File: src/rtl/csvt_pkg.sv
// csvt_pkg: shared types and constants for the csv field tokenizer
// used by csvt_cfg, csvt_core and csv_field_tokenizer_unit; no dependencies
package csvt_pkg;

    // field limit per record; the counter saturates here
    localparam int MAX_FIELDS = 11;
    localparam int FIELD_CNT_W = $clog2(MAX_FIELDS + 1);
    localparam int FIELD_NUM_W = 4;

    localparam logic [7:0] NEWLINE_BYTE = 8'h0A;
    localparam logic [7:0] NUL_BYTE     = 8'h00;

    localparam logic [7:0] DELIMITER_RESET  = 8'h2C;
    localparam logic [7:0] QUOTE_BYTE_RESET = 8'h22;

    localparam int APB_ADDR_W = 3;
    localparam int APB_DATA_W = 32;

    // register indexes, taken from paddr[2]
    localparam logic REG_DELIMITER  = 1'b0;
    localparam logic REG_QUOTE_BYTE = 1'b1;

    typedef enum logic [1:0] {
        KIND_DATA       = 2'd0,
        KIND_FIELD_END  = 2'd1,
        KIND_RECORD_END = 2'd2
    } item_kind_t;

    typedef struct packed {
        logic [7:0] text_byte;
        logic       end_of_text;
    } text_req_t;

    typedef struct packed {
        item_kind_t             item_kind;
        logic [7:0]             data_byte;
        logic [FIELD_NUM_W-1:0] field_number;
        logic                   too_many_fields;
    } token_req_t;

    typedef struct packed {
        logic [7:0] delimiter;
        logic [7:0] quote_byte;
    } csvt_cfg_t;

endpackage

File: src/rtl/csvt_cfg.sv
// csvt_cfg: apb register block holding the delimiter and quote byte
// depends on csvt_pkg
module csvt_cfg
    import csvt_pkg::*;
(
    input  logic                  clk,
    input  logic                  rst_n,
    input  logic                  psel,
    input  logic                  penable,
    input  logic                  pwrite,
    input  logic [APB_ADDR_W-1:0] paddr,
    input  logic [APB_DATA_W-1:0] pwdata,
    output logic [APB_DATA_W-1:0] prdata,
    output logic                  pready,
    output csvt_cfg_t             cfg
);

    logic [7:0] delimiter_reg;
    logic [7:0] quote_byte_reg;
    logic       wr_en;

    assign pready = 1'b1;
    assign wr_en  = psel && penable && pwrite;

    always_ff @(posedge clk or negedge rst_n)
    begin
        if (!rst_n)
        begin
            delimiter_reg  <= DELIMITER_RESET;
            quote_byte_reg <= QUOTE_BYTE_RESET;
        end
        else if (wr_en)
        begin
            unique case (paddr[2])
                REG_DELIMITER:  delimiter_reg  <= pwdata[7:0];
                REG_QUOTE_BYTE: quote_byte_reg <= pwdata[7:0];
                default:        delimiter_reg  <= delimiter_reg;
            endcase
        end
    end

    always_comb
    begin
        unique case (paddr[2])
            REG_DELIMITER:  prdata = {{(APB_DATA_W-8){1'b0}}, delimiter_reg};
            REG_QUOTE_BYTE: prdata = {{(APB_DATA_W-8){1'b0}}, quote_byte_reg};
            default:        prdata = '0;
        endcase
    end

    assign cfg.delimiter  = delimiter_reg;
    assign cfg.quote_byte = quote_byte_reg;

endmodule

File: src/rtl/csvt_core.sv
// csvt_core: quote and field state, token decode and the result register
// depends on csvt_pkg
module csvt_core
    import csvt_pkg::*;
(
    input  logic       clk,
    input  logic       rst_n,
    input  csvt_cfg_t  cfg,
    input  logic       text_valid,
    output logic       text_ready,
    input  text_req_t  text,
    output logic       token_valid,
    input  logic       token_ready,
    output token_req_t token
);

    logic                   inside_quotes_reg, inside_quotes_next;
    logic                   quote_waiting_reg, quote_waiting_next;
    logic                   record_open_reg, record_open_next;
    logic [FIELD_CNT_W-1:0] field_cnt_reg, field_cnt_next;
    logic                   out_valid_reg, out_valid_next;
    token_req_t             out_reg, out_next;

    logic                   accept;
    logic                   emit;
    item_kind_t             kind;
    logic [7:0]             emit_byte;
    logic                   quoted_eff;
    logic [7:0]             b;
    logic                   is_rec_end;
    logic                   is_delim;
    logic [FIELD_CNT_W-1:0] shown;

    // result register frees up in the same cycle it is taken
    assign text_ready = !out_valid_reg || token_ready;
    assign accept     = text_valid && text_ready;
    assign b          = text.text_byte;

    // quote decision lags one byte: a pending lone quote flips quoting first
    assign quoted_eff = (quote_waiting_reg && (b != cfg.quote_byte))
                        ? !inside_quotes_reg : inside_quotes_reg;
    assign is_rec_end = !quoted_eff && ((b == NEWLINE_BYTE) || (b == NUL_BYTE));
    assign is_delim   = !quoted_eff && (b == cfg.delimiter);

    always_comb
    begin
        inside_quotes_next = inside_quotes_reg;
        quote_waiting_next = quote_waiting_reg;
        record_open_next   = record_open_reg;
        field_cnt_next     = field_cnt_reg;
        emit               = 1'b0;
        kind               = KIND_DATA;
        emit_byte          = 8'h00;

        priority if (text.end_of_text)
        begin
            emit               = record_open_reg;
            kind               = KIND_RECORD_END;
            inside_quotes_next = 1'b0;
            quote_waiting_next = 1'b0;
            record_open_next   = 1'b0;
            field_cnt_next     = '0;
        end
        else if (quote_waiting_reg && (b == cfg.quote_byte))
        begin
            // doubled quote is one literal quote
            quote_waiting_next = 1'b0;
            record_open_next   = 1'b1;
            emit               = 1'b1;
            emit_byte          = b;
        end
        else if (!quote_waiting_reg && (b == cfg.quote_byte))
        begin
            quote_waiting_next = 1'b1;
            record_open_next   = 1'b1;
        end
        else
        begin
            quote_waiting_next = 1'b0;
            inside_quotes_next = quoted_eff;
            emit               = 1'b1;
            priority if (is_rec_end)
            begin
                kind             = KIND_RECORD_END;
                field_cnt_next   = '0;
                record_open_next = 1'b0;
            end
            else if (is_delim)
            begin
                kind             = KIND_FIELD_END;
                record_open_next = 1'b1;
                if (field_cnt_reg < FIELD_CNT_W'(MAX_FIELDS))
                begin
                    field_cnt_next = field_cnt_reg + FIELD_CNT_W'(1);
                end
            end
            else
            begin
                record_open_next = 1'b1;
                emit_byte        = b;
            end
        end
    end

    assign shown = (field_cnt_reg > FIELD_CNT_W'(MAX_FIELDS - 1))
                   ? FIELD_CNT_W'(MAX_FIELDS - 1) : field_cnt_reg;

    always_comb
    begin
        out_next.item_kind       = kind;
        out_next.data_byte       = emit_byte;
        out_next.field_number    = FIELD_NUM_W'(shown);
        out_next.too_many_fields = (field_cnt_reg >= FIELD_CNT_W'(MAX_FIELDS));

        out_valid_next = out_valid_reg && !token_ready;
        if (accept)
        begin
            out_valid_next = emit;
        end
    end

    always_ff @(posedge clk or negedge rst_n)
    begin
        if (!rst_n)
        begin
            inside_quotes_reg <= 1'b0;
            quote_waiting_reg <= 1'b0;
            record_open_reg   <= 1'b0;
            field_cnt_reg     <= '0;
            out_valid_reg     <= 1'b0;
        end
        else
        begin
            out_valid_reg <= out_valid_next;
            if (accept)
            begin
                inside_quotes_reg <= inside_quotes_next;
                quote_waiting_reg <= quote_waiting_next;
                record_open_reg   <= record_open_next;
                field_cnt_reg     <= field_cnt_next;
            end
        end
    end

    always_ff @(posedge clk)
    begin
        if (accept && emit)
        begin
            out_reg <= out_next;
        end
    end

    assign token_valid = out_valid_reg;
    assign token       = out_reg;

endmodule

File: src/rtl/csv_field_tokenizer_unit.sv
// csv_field_tokenizer_unit: top level of the csv field tokenizer
// depends on csvt_pkg, csvt_cfg and csvt_core
//
//  channel  | direction | handshake                 | payload
//  ---------+-----------+---------------------------+--------------------
//  text     | in        | text_valid / text_ready   | text_req_t
//  token    | out       | token_valid / token_ready | token_req_t
//  apb      | in        | psel, penable, pready     | paddr, pwdata, prdata
//
// one text request per clock unless stalled; its token, if any, comes in
// the next cycle from a result register; a new request is taken while
// that register drains (text_ready = !token_valid || token_ready)
// a stall on the token side holds the result and blocks new requests
// reset returns quoting, pending quote, record state and the field counter
// to zero and the registers to comma and double quote
module csv_field_tokenizer_unit
    import csvt_pkg::*;
(
    input  logic                  clk,
    input  logic                  rst_n,
    input  logic                  psel,
    input  logic                  penable,
    input  logic                  pwrite,
    input  logic [APB_ADDR_W-1:0] paddr,
    input  logic [APB_DATA_W-1:0] pwdata,
    output logic [APB_DATA_W-1:0] prdata,
    output logic                  pready,
    input  logic                  text_valid,
    output logic                  text_ready,
    input  text_req_t             text,
    output logic                  token_valid,
    input  logic                  token_ready,
    output token_req_t            token
);

    csvt_cfg_t cfg;

    csvt_cfg u_cfg (
        .clk     (clk),
        .rst_n   (rst_n),
        .psel    (psel),
        .penable (penable),
        .pwrite  (pwrite),
        .paddr   (paddr),
        .pwdata  (pwdata),
        .prdata  (prdata),
        .pready  (pready),
        .cfg     (cfg)
    );

    csvt_core u_core (
        .clk         (clk),
        .rst_n       (rst_n),
        .cfg         (cfg),
        .text_valid  (text_valid),
        .text_ready  (text_ready),
        .text        (text),
        .token_valid (token_valid),
        .token_ready (token_ready),
        .token       (token)
    );

endmodule
File: config.mk
export PLATFORM = sky130hd
export DESIGN_NAME = csv_field_tokenizer_unit
export DESIGN_NICKNAME = d
export VERILOG_FILES = /design/src/rtl/csvt_pkg.sv /design/src/rtl/csvt_cfg.sv /design/src/rtl/csvt_core.sv /design/src/rtl/csv_field_tokenizer_unit.sv
export SDC_FILE = /design/constraint.sdc
export NUM_CORES = 1
export LEC_CHECK = 0
export BUFFER_PORTS_ARGS = -buffer_cell sky130_fd_sc_hd__buf_2
export CAP_MARGIN = 10
export CORE_UTILIZATION = 52
export CTS_BUF_LIST = sky130_fd_sc_hd__clkbuf_2 sky130_fd_sc_hd__clkbuf_4 sky130_fd_sc_hd__clkbuf_8
export DETAILED_ROUTE_END_ITERATION = 7
export PLACE_DENSITY = 0.87
export SYNTH_ARGS = -nofsm -noshare
export SYNTH_HDL_FRONTEND = slang
export SYNTH_SLANG_ARGS = --single-unit
File: constraint.sdc
create_clock -name clk -period 4.5 [get_ports clk]
set_input_delay 1.35 -clock clk [delete_from_list [all_inputs] [get_ports clk]]
set_output_delay 1.35 -clock clk [all_outputs]
set_load 0.01 [all_outputs]
==> impl_metrics.csv, run 1 <==
group,metric,value,unit
routing,dr_total_vias,1588,
power_and_ir_drop,totalPowerFinal,0.9009,mW
clock_network,tritoncts,"done",
timing,grt_setup_unrepaired,"false",
die,core.rowCount,23,
critical_path,path_cells,"buf_2 > mux2_2 > buf_2",
routing,detail_route.drc_violations,0,
finish,finish.net_count,304,
place,detailedPlace.worstSlack,1.069,ns
timing,worst-slew-pin-transition,0.5395,ns
global_route,overflow,0,
logic_synthesis,syn_area_per_cell,11.19,sq um
power_and_ir_drop,p_leak,1.138,nW
die,fp.coreArea,0.004086,sq mm
logic_synthesis,synth.largest_area_cell,"sky130_fd_sc_hd__dfrtp_1",
routing,first_pass_iters,4,
logic_synthesis,sequential_cell_area_fraction_in_the_yosys_report,46.76,%
logic_synthesis,synthTopCellsByArea,"sky130_fd_sc_hd__dfrtp_1, sky130_fd_sc_hd__edfxtp_1, sky130_fd_sc_hd__mux2_2, sky130_fd_sc_hd__buf_4, sky130_fd_sc_hd__xnor2_1",
routing,drt-initial-drc-count,71,
timing,maxSlewHeadroom,64.04,%
clock_network,cts-buffers-inserted,5,
routing,drt.antenna.violating_nets,0,
timing,timing_max_transition_violations_final,0,
timing,finalCritPeriodShare,76.26,%
place,port-buffer-count,49,
hold_path,hold_path_class,"register to register",
critical_path,crit_top_cell,"sky130_fd_sc_hd__buf_2",
routing,routed_wire_length_per_instance,13.81,microns
die,fp.dieW,67.94,microns
timing,finalSetupViolations,0,
clock_network,max_clock_buf_depth,2,
critical_path,category_of_the_worst_setup_path_capture_point,"output pin",
clock_network,clock_latency_of_the_later_clocked_register_in_the_worst_skew_pair,0.29,ns
timing,period_needed,3.432,ns
logic_synthesis,yosysTopAreaCellShare,21.03,%
critical_path,timing.critical_path.from_type,"input pin",
power_and_ir_drop,vdd.ir_drop.worst,0.2774,mV
routing,routed_via_density,5.258,
timing,clock_skew,0.006905,ns
finish,drive_gt1_share,37.70,%
clock_network,cts_setup_buffers,0,
logic_synthesis,synthDistinctLibCells,41,
timing,timing.final.hold_violations,0,
clock_network,number_of_h_tree_levels,2,
critical_path,critical_path.max_stage_delay,0.37,ns
logic_synthesis,synthesis.instances,202,
timing,final_critical_path_setup_slack,1.068,ns
global_route,grt_use_total,20.86,%
clock_network,clock-sinks,39,
power_and_ir_drop,powerDensity,355.2,mW/mm^2
clock_network,cts_resized,0,
finish,final_non_filler_cell_area,0.002536,sq mm
logic_synthesis,total_standard_cell_area_after_synthesis,0.002261,sq mm
global_route,first_pass_grt_wire_length,6865,microns
place,postPlaceCellArea,0.002451,sq mm
die,io_pins,101,
critical_path,timing.critical_path.arrival,2.08,ns
logic_synthesis,synth-seq-cells,39,
clock_network,clkSlewWorstSetupHoldPaths,0.07,ns
die,die-area,0.004616,sq mm
place,place.gp.congestion,0.8268,
critical_path,criticalPathCategory,"input pin to output pin",
timing,whs,0.5068,ns
global_route,pin_count_of_the_biggest_net_entering_global_routing,25,
place,detailed_place_hpwl,3277,microns
logic_synthesis,synth_top_flop_cell,"sky130_fd_sc_hd__dfrtp_1",
critical_path,cp_data_required_time,3.15,ns
die,die-height,67.94,microns
timing,finalSetupTns,0,ns
critical_path,critical_path.slowest_cell,"sky130_fd_sc_hd__mux2_2",
critical_path,crit_fanout,10,
routing,finalWirelength,4172,microns
timing,max_freq,291.4,MHz
clock_network,clock-root-buffer,"sky130_fd_sc_hd__clkbuf_8",
die,initial_core_util,55.33,%
finish,max_ffs_per_register,15,
outcome,run_status,"completed",
run,cap_violations,0,
critical_path,timing.critical_path.max_delay_family,"multiplexers",
global_route,vias_in_the_first_global_route,1496,
finish,syn2layout_area_growth,12.17,%
critical_path,critPathBufInv,2,
clock_network,cts.hold.buffers_added,0,
finish,diodes,0,
logic_synthesis,yosysWarningCount,0,
logic_synthesis,synth_enable_flop_cells,15,
logic_synthesis,fraction_of_registers_with_async_set_reset,61.54,%
global_route,number_of_antenna_violations_at_the_first_check_in_global_routing,0,
==> per-stage QoR <==
| stage | instances | utilization [%] |
|---|---|---|
| CTS | 302 | 62.06 |
| floorplan | 225 | - |
| finish | 302 | 62.06 |
| global route | 302 | 62.06 |
| detailed placement | 294 | 59.98 |
| global placement | 294 | 59.98 |
==> Yosys cell counts (4+ instances only) <==
cell	count
sky130_fd_sc_hd__a21oi_1	6
sky130_fd_sc_hd__and2_1	8
sky130_fd_sc_hd__buf_4	25
sky130_fd_sc_hd__clkbuf_1	5
sky130_fd_sc_hd__dfrtp_1	19
sky130_fd_sc_hd__dfstp_2	5
sky130_fd_sc_hd__edfxtp_1	15
sky130_fd_sc_hd__inv_1	7
sky130_fd_sc_hd__mux2_2	24
sky130_fd_sc_hd__nand2_1	4
sky130_fd_sc_hd__nand3_1	4
sky130_fd_sc_hd__nand4_1	6
sky130_fd_sc_hd__nor2_1	14
sky130_fd_sc_hd__nor3_1	4
sky130_fd_sc_hd__o21ai_0	6
sky130_fd_sc_hd__xnor2_1	17
==> cells by family (layout without fill, tap and decap cells) <==
kind of cell / count (synthesis) / in the layout / synth area share [%]
flops: 39 / 39 / 46.76
xor+xnor: 19 / 19 / 7.692
buf+inv: 38 / 65 / 10.51
mux: 26 / 26 / 12.84
other cells: 2 / 25 / 0.3322
fa+ha+maj: 2 / 2 / 1.107
compound gates: 24 / 24 / 7.638
simple gates: 52 / 52 / 13.12
==> report_power, final <==
| part | internal [mW] | switching, mW | total (mW) |
|---|---|---|---|
| clock | 0.112 | 0.116 | 0.229 |
| sequential | 0.425 | 0.0366 | 0.461 |
| combinational | 0.105 | 0.106 | 0.211 |
| total | 0.642 | 0.259 | 0.901 |
==> path summary, 6_finish.rpt <==
kind	end	cells after the start	startpoint	slack, ns
min in group asynchronous	u_core.field_cnt_reg[3]	1	rst_n	1.03
min	u_core.token_valid	1	u_core.token_valid	0.51
max reg2reg	u_core.token[14]	6	u_cfg.quote_byte_reg[5]	2.40
max in group asynchronous	u_cfg.quote_byte_reg[1]	1	rst_n	3.09
max	prdata[7]	3	paddr[2]	1.07
min reg2reg	u_core.token_valid	1	u_core.token_valid	0.51
==> placed cells by master (no fill, tap or decap), types with 7 or more instances in the layout <==
| cell | n |
|---|---|
| sky130_fd_sc_hd__buf_2 | 49 |
| sky130_fd_sc_hd__conb_1 | 25 |
| sky130_fd_sc_hd__mux2_2 | 24 |
| sky130_fd_sc_hd__dfrtp_1 | 19 |
| sky130_fd_sc_hd__xnor2_1 | 17 |
| sky130_fd_sc_hd__edfxtp_1 | 15 |
| sky130_fd_sc_hd__nor2_1 | 14 |
| sky130_fd_sc_hd__and2_1 | 8 |
| sky130_fd_sc_hd__inv_1 | 7 |
==> final cells by class <==
type	instances	area, sq um
fillers	347	1550
flip-flops and latches	39	1057
multi-input cells	148	1052
repair buffers	50	252.7
clock buffers	6	76.32
well taps	50	62.56
inverters	7	26.28
clock inverters	2	8.758
==> metal layers <==
| layer | share of wire (%) | vias to the layer above | track usage (%) | routed length (microns) |
|---|---|---|---|---|
| met4 | 2.1 | 0 | 9.375 | 89 |
| met2 | 51 | 68 | 35.91 | 2122 |
| met3 | 5.6 | 9 | 4.500 | 232 |
| met1 | 41 | 750 | 24.71 | 1728 |
| met5 | 0 | - | 0 | 0 |
| li1 | - | 761 | - | - |
Note: power is estimated with default switching activity, not from simulation.
==> inputs of run 2 (changes only) <==
CORE_UTILIZATION = 44   (was 52)
PLACE_DENSITY = 0.78   (was 0.87)
clock period = 2.85 ns   (was 4.5 ns; I/O delays follow)
==> impl_metrics.csv, run 2 (same netlist as run 1, synthesis figures left out) <==
group,metric,value,unit
critical_path,setup.reg_to_reg.worst_slack,0.54,ns
timing,finalSetupTns,0,ns
critical_path,timing.critical_path.from_type,"input pin",
routing,finalWirelength,4277,microns
power_and_ir_drop,vdd.ir_drop.worst,0.5069,mV
clock_network,cts_resized,0,
place,postPlaceCellArea,0.002562,sq mm
power_and_ir_drop,powerDensity,552.3,mW/mm^2
global_route,pin_count_of_the_biggest_net_entering_global_routing,25,
critical_path,category_of_the_worst_setup_path_capture_point,"register",
timing,worst-slew-pin-transition,1.179,ns
run,cap_violations,0,
place,detailed_place_hpwl,3305,microns
die,die-area,0.005429,sq mm
place,port-buffer-count,49,
finish,max_ffs_per_register,15,
finish,layout.cells.most_common_list,"sky130_fd_sc_hd__buf_2, sky130_fd_sc_hd__conb_1, sky130_fd_sc_hd__mux2_2, sky130_fd_sc_hd__dfrtp_1, sky130_fd_sc_hd__xnor2_1",
hold_path,timing.hold.worst_path_depth,1,
timing,max_freq,402.8,MHz
power_and_ir_drop,p_leak,1.199,nW
critical_path,terminus_of_the_critical_flop_to_flop_path,"u_core.token[4]",
die,core.rowCount,25,
finish,syn2layout_area_growth,17.27,%
routing,first_pass_iters,4,
timing,period_needed,2.482,ns
clock_network,max_clock_buf_depth,2,
routing,drt.antenna.violating_nets,0,
critical_path,crit_fanout,16,
critical_path,path_cells,"buf_2 > xnor2_1 > and4_2 > nand2_1 > nor3_1 > nor2_1",
clock_network,tritoncts,"done",
finish,layout.cells.most_common,"sky130_fd_sc_hd__buf_2",
timing,grt_setup_unrepaired,"false",
clock_network,cts_setup_buffers,0,
global_route,vias_in_the_first_global_route,1476,
critical_path,worst_r2r_startpoint,"u_cfg.quote_byte_reg[5]",
routing,dr_total_vias,1624,
hold_path,holdCritStartpoint,"u_core.token_valid",
timing,timing.final.hold_violations,0,
global_route,overflow,0,
critical_path,timing.reg2reg.worst_path_depth,5,
routing,routed_wire_length_per_instance,12.92,microns
critical_path,timing.critical_path.arrival,2.40,ns
hold_path,min_delay_worst_endpoint,"u_core.token_valid",
timing,clock_skew,0.007128,ns
outcome,run_status,"completed",
global_route,number_of_antenna_violations_at_the_first_check_in_global_routing,0,
clock_network,clock_latency_of_the_later_clocked_register_in_the_worst_skew_pair,0.29,ns
clock_network,cts-buffers-inserted,5,
timing,final_critical_path_setup_slack,0.3676,ns
die,die-height,73.68,microns
power_and_ir_drop,totalPowerFinal,1.464,mW
place,detailedPlace.worstSlack,0.02548,ns
critical_path,criticalPathCategory,"input pin to register",
timing,timing_max_transition_violations_final,0,
clock_network,clock-root-buffer,"sky130_fd_sc_hd__clkbuf_8",
global_route,first_pass_grt_wire_length,7024,microns
die,initial_core_util,46.63,%
routing,detail_route.drc_violations,0,
clock_network,clock-sinks,39,
critical_path,critical_path.max_stage_delay,0.91,ns
timing,finalSetupViolations,0,
finish,n_fill_cell,417,
die,io_pins,101,
timing,whs,0.4987,ns
timing,maxSlewHeadroom,21.09,%
die,fp.coreArea,0.004848,sq mm
finish,finish.net_count,316,
routing,drt-initial-drc-count,55,
place,place.gp.congestion,0.9137,
critical_path,critical_path.slowest_cell,"sky130_fd_sc_hd__nor2_1",
hold_path,hold_path_class,"register to register",
clock_network,number_of_h_tree_levels,2,
routing,routed_via_density,4.906,
timing,finalCritPeriodShare,87.10,%
finish,multi_input_logic_area,0.001052,sq mm
finish,final_non_filler_cell_area,0.002651,sq mm
clock_network,clkSlewWorstSetupHoldPaths,0.07,ns
finish,diodes,0,
global_route,grt_use_total,17.44,%
critical_path,cp_data_required_time,2.76,ns
die,fp.dieW,73.68,microns
clock_network,cts.hold.buffers_added,0,
finish,sequential_cell_area,0.001057,sq mm
finish,drive_gt1_share,40.91,%
## run 2: cell types whose count changed in the layout (fill, tap and decap cells not counted)
cell                       before  now
sky130_fd_sc_hd__clkinv_1       1    0
sky130_fd_sc_hd__buf_4          1   13
sky130_fd_sc_hd__clkbuf_4       1    2
## run 2: power breakdown
group,total (mW),internal [mW],switching (mW)
Combinational,0.359,0.184,0.174
Sequential,0.729,0.671,0.0572
Clock,0.377,0.191,0.186
## run 2: through the flow
step           util [%]  std cells
4_1_cts           54.68        331
3_3_place_gp      52.85        323
5_1_grt           54.68        331
2_1_floorplan         -        225
6_report          54.68        331
3_5_place_dp      52.85        323
## run 2: cell type report
cell class                 instances  share of cell area (%)
clock buffer                       7                   3.162
tap                               67                   3.162
timing repair buffer              62                   12.93
clock inverter                     1                  0.1888
multi-input combinational        148                   39.69
inverter                           7                  0.9910
sequential                        39                   39.88
## run 2: worst max path at each step
stage                            from                to  slack [ns]  depth (start not counted)
final                         text[4]   u_core.token[4]        0.37                          6
after global routing          text[6]  u_core.token[10]        0.24                          6
after detailed placement      text[4]   u_core.token[1]        0.03                          6
after CTS                     text[4]   u_core.token[4]        0.34                          6
after global placement        text[4]   u_core.token[6]        0.06                          6
after floorplan           token_ready   u_core.token[0]        0.25                          6
## run 2: metal layers
metal	vias up	track usage (%)	wire length [microns]
li1	784	-	-
met1	765	21.29	1952
met2	68	28.75	2018
met3	7	4.115	222
met4	0	8.761	84
met5	-	0	0
## run 2: worst max-delay path, delay by kind of cell
kind          cells  cell delay (ns)
buf+inv           1             0.11
simple gates      4             1.28
xor+xnor          1             0.14
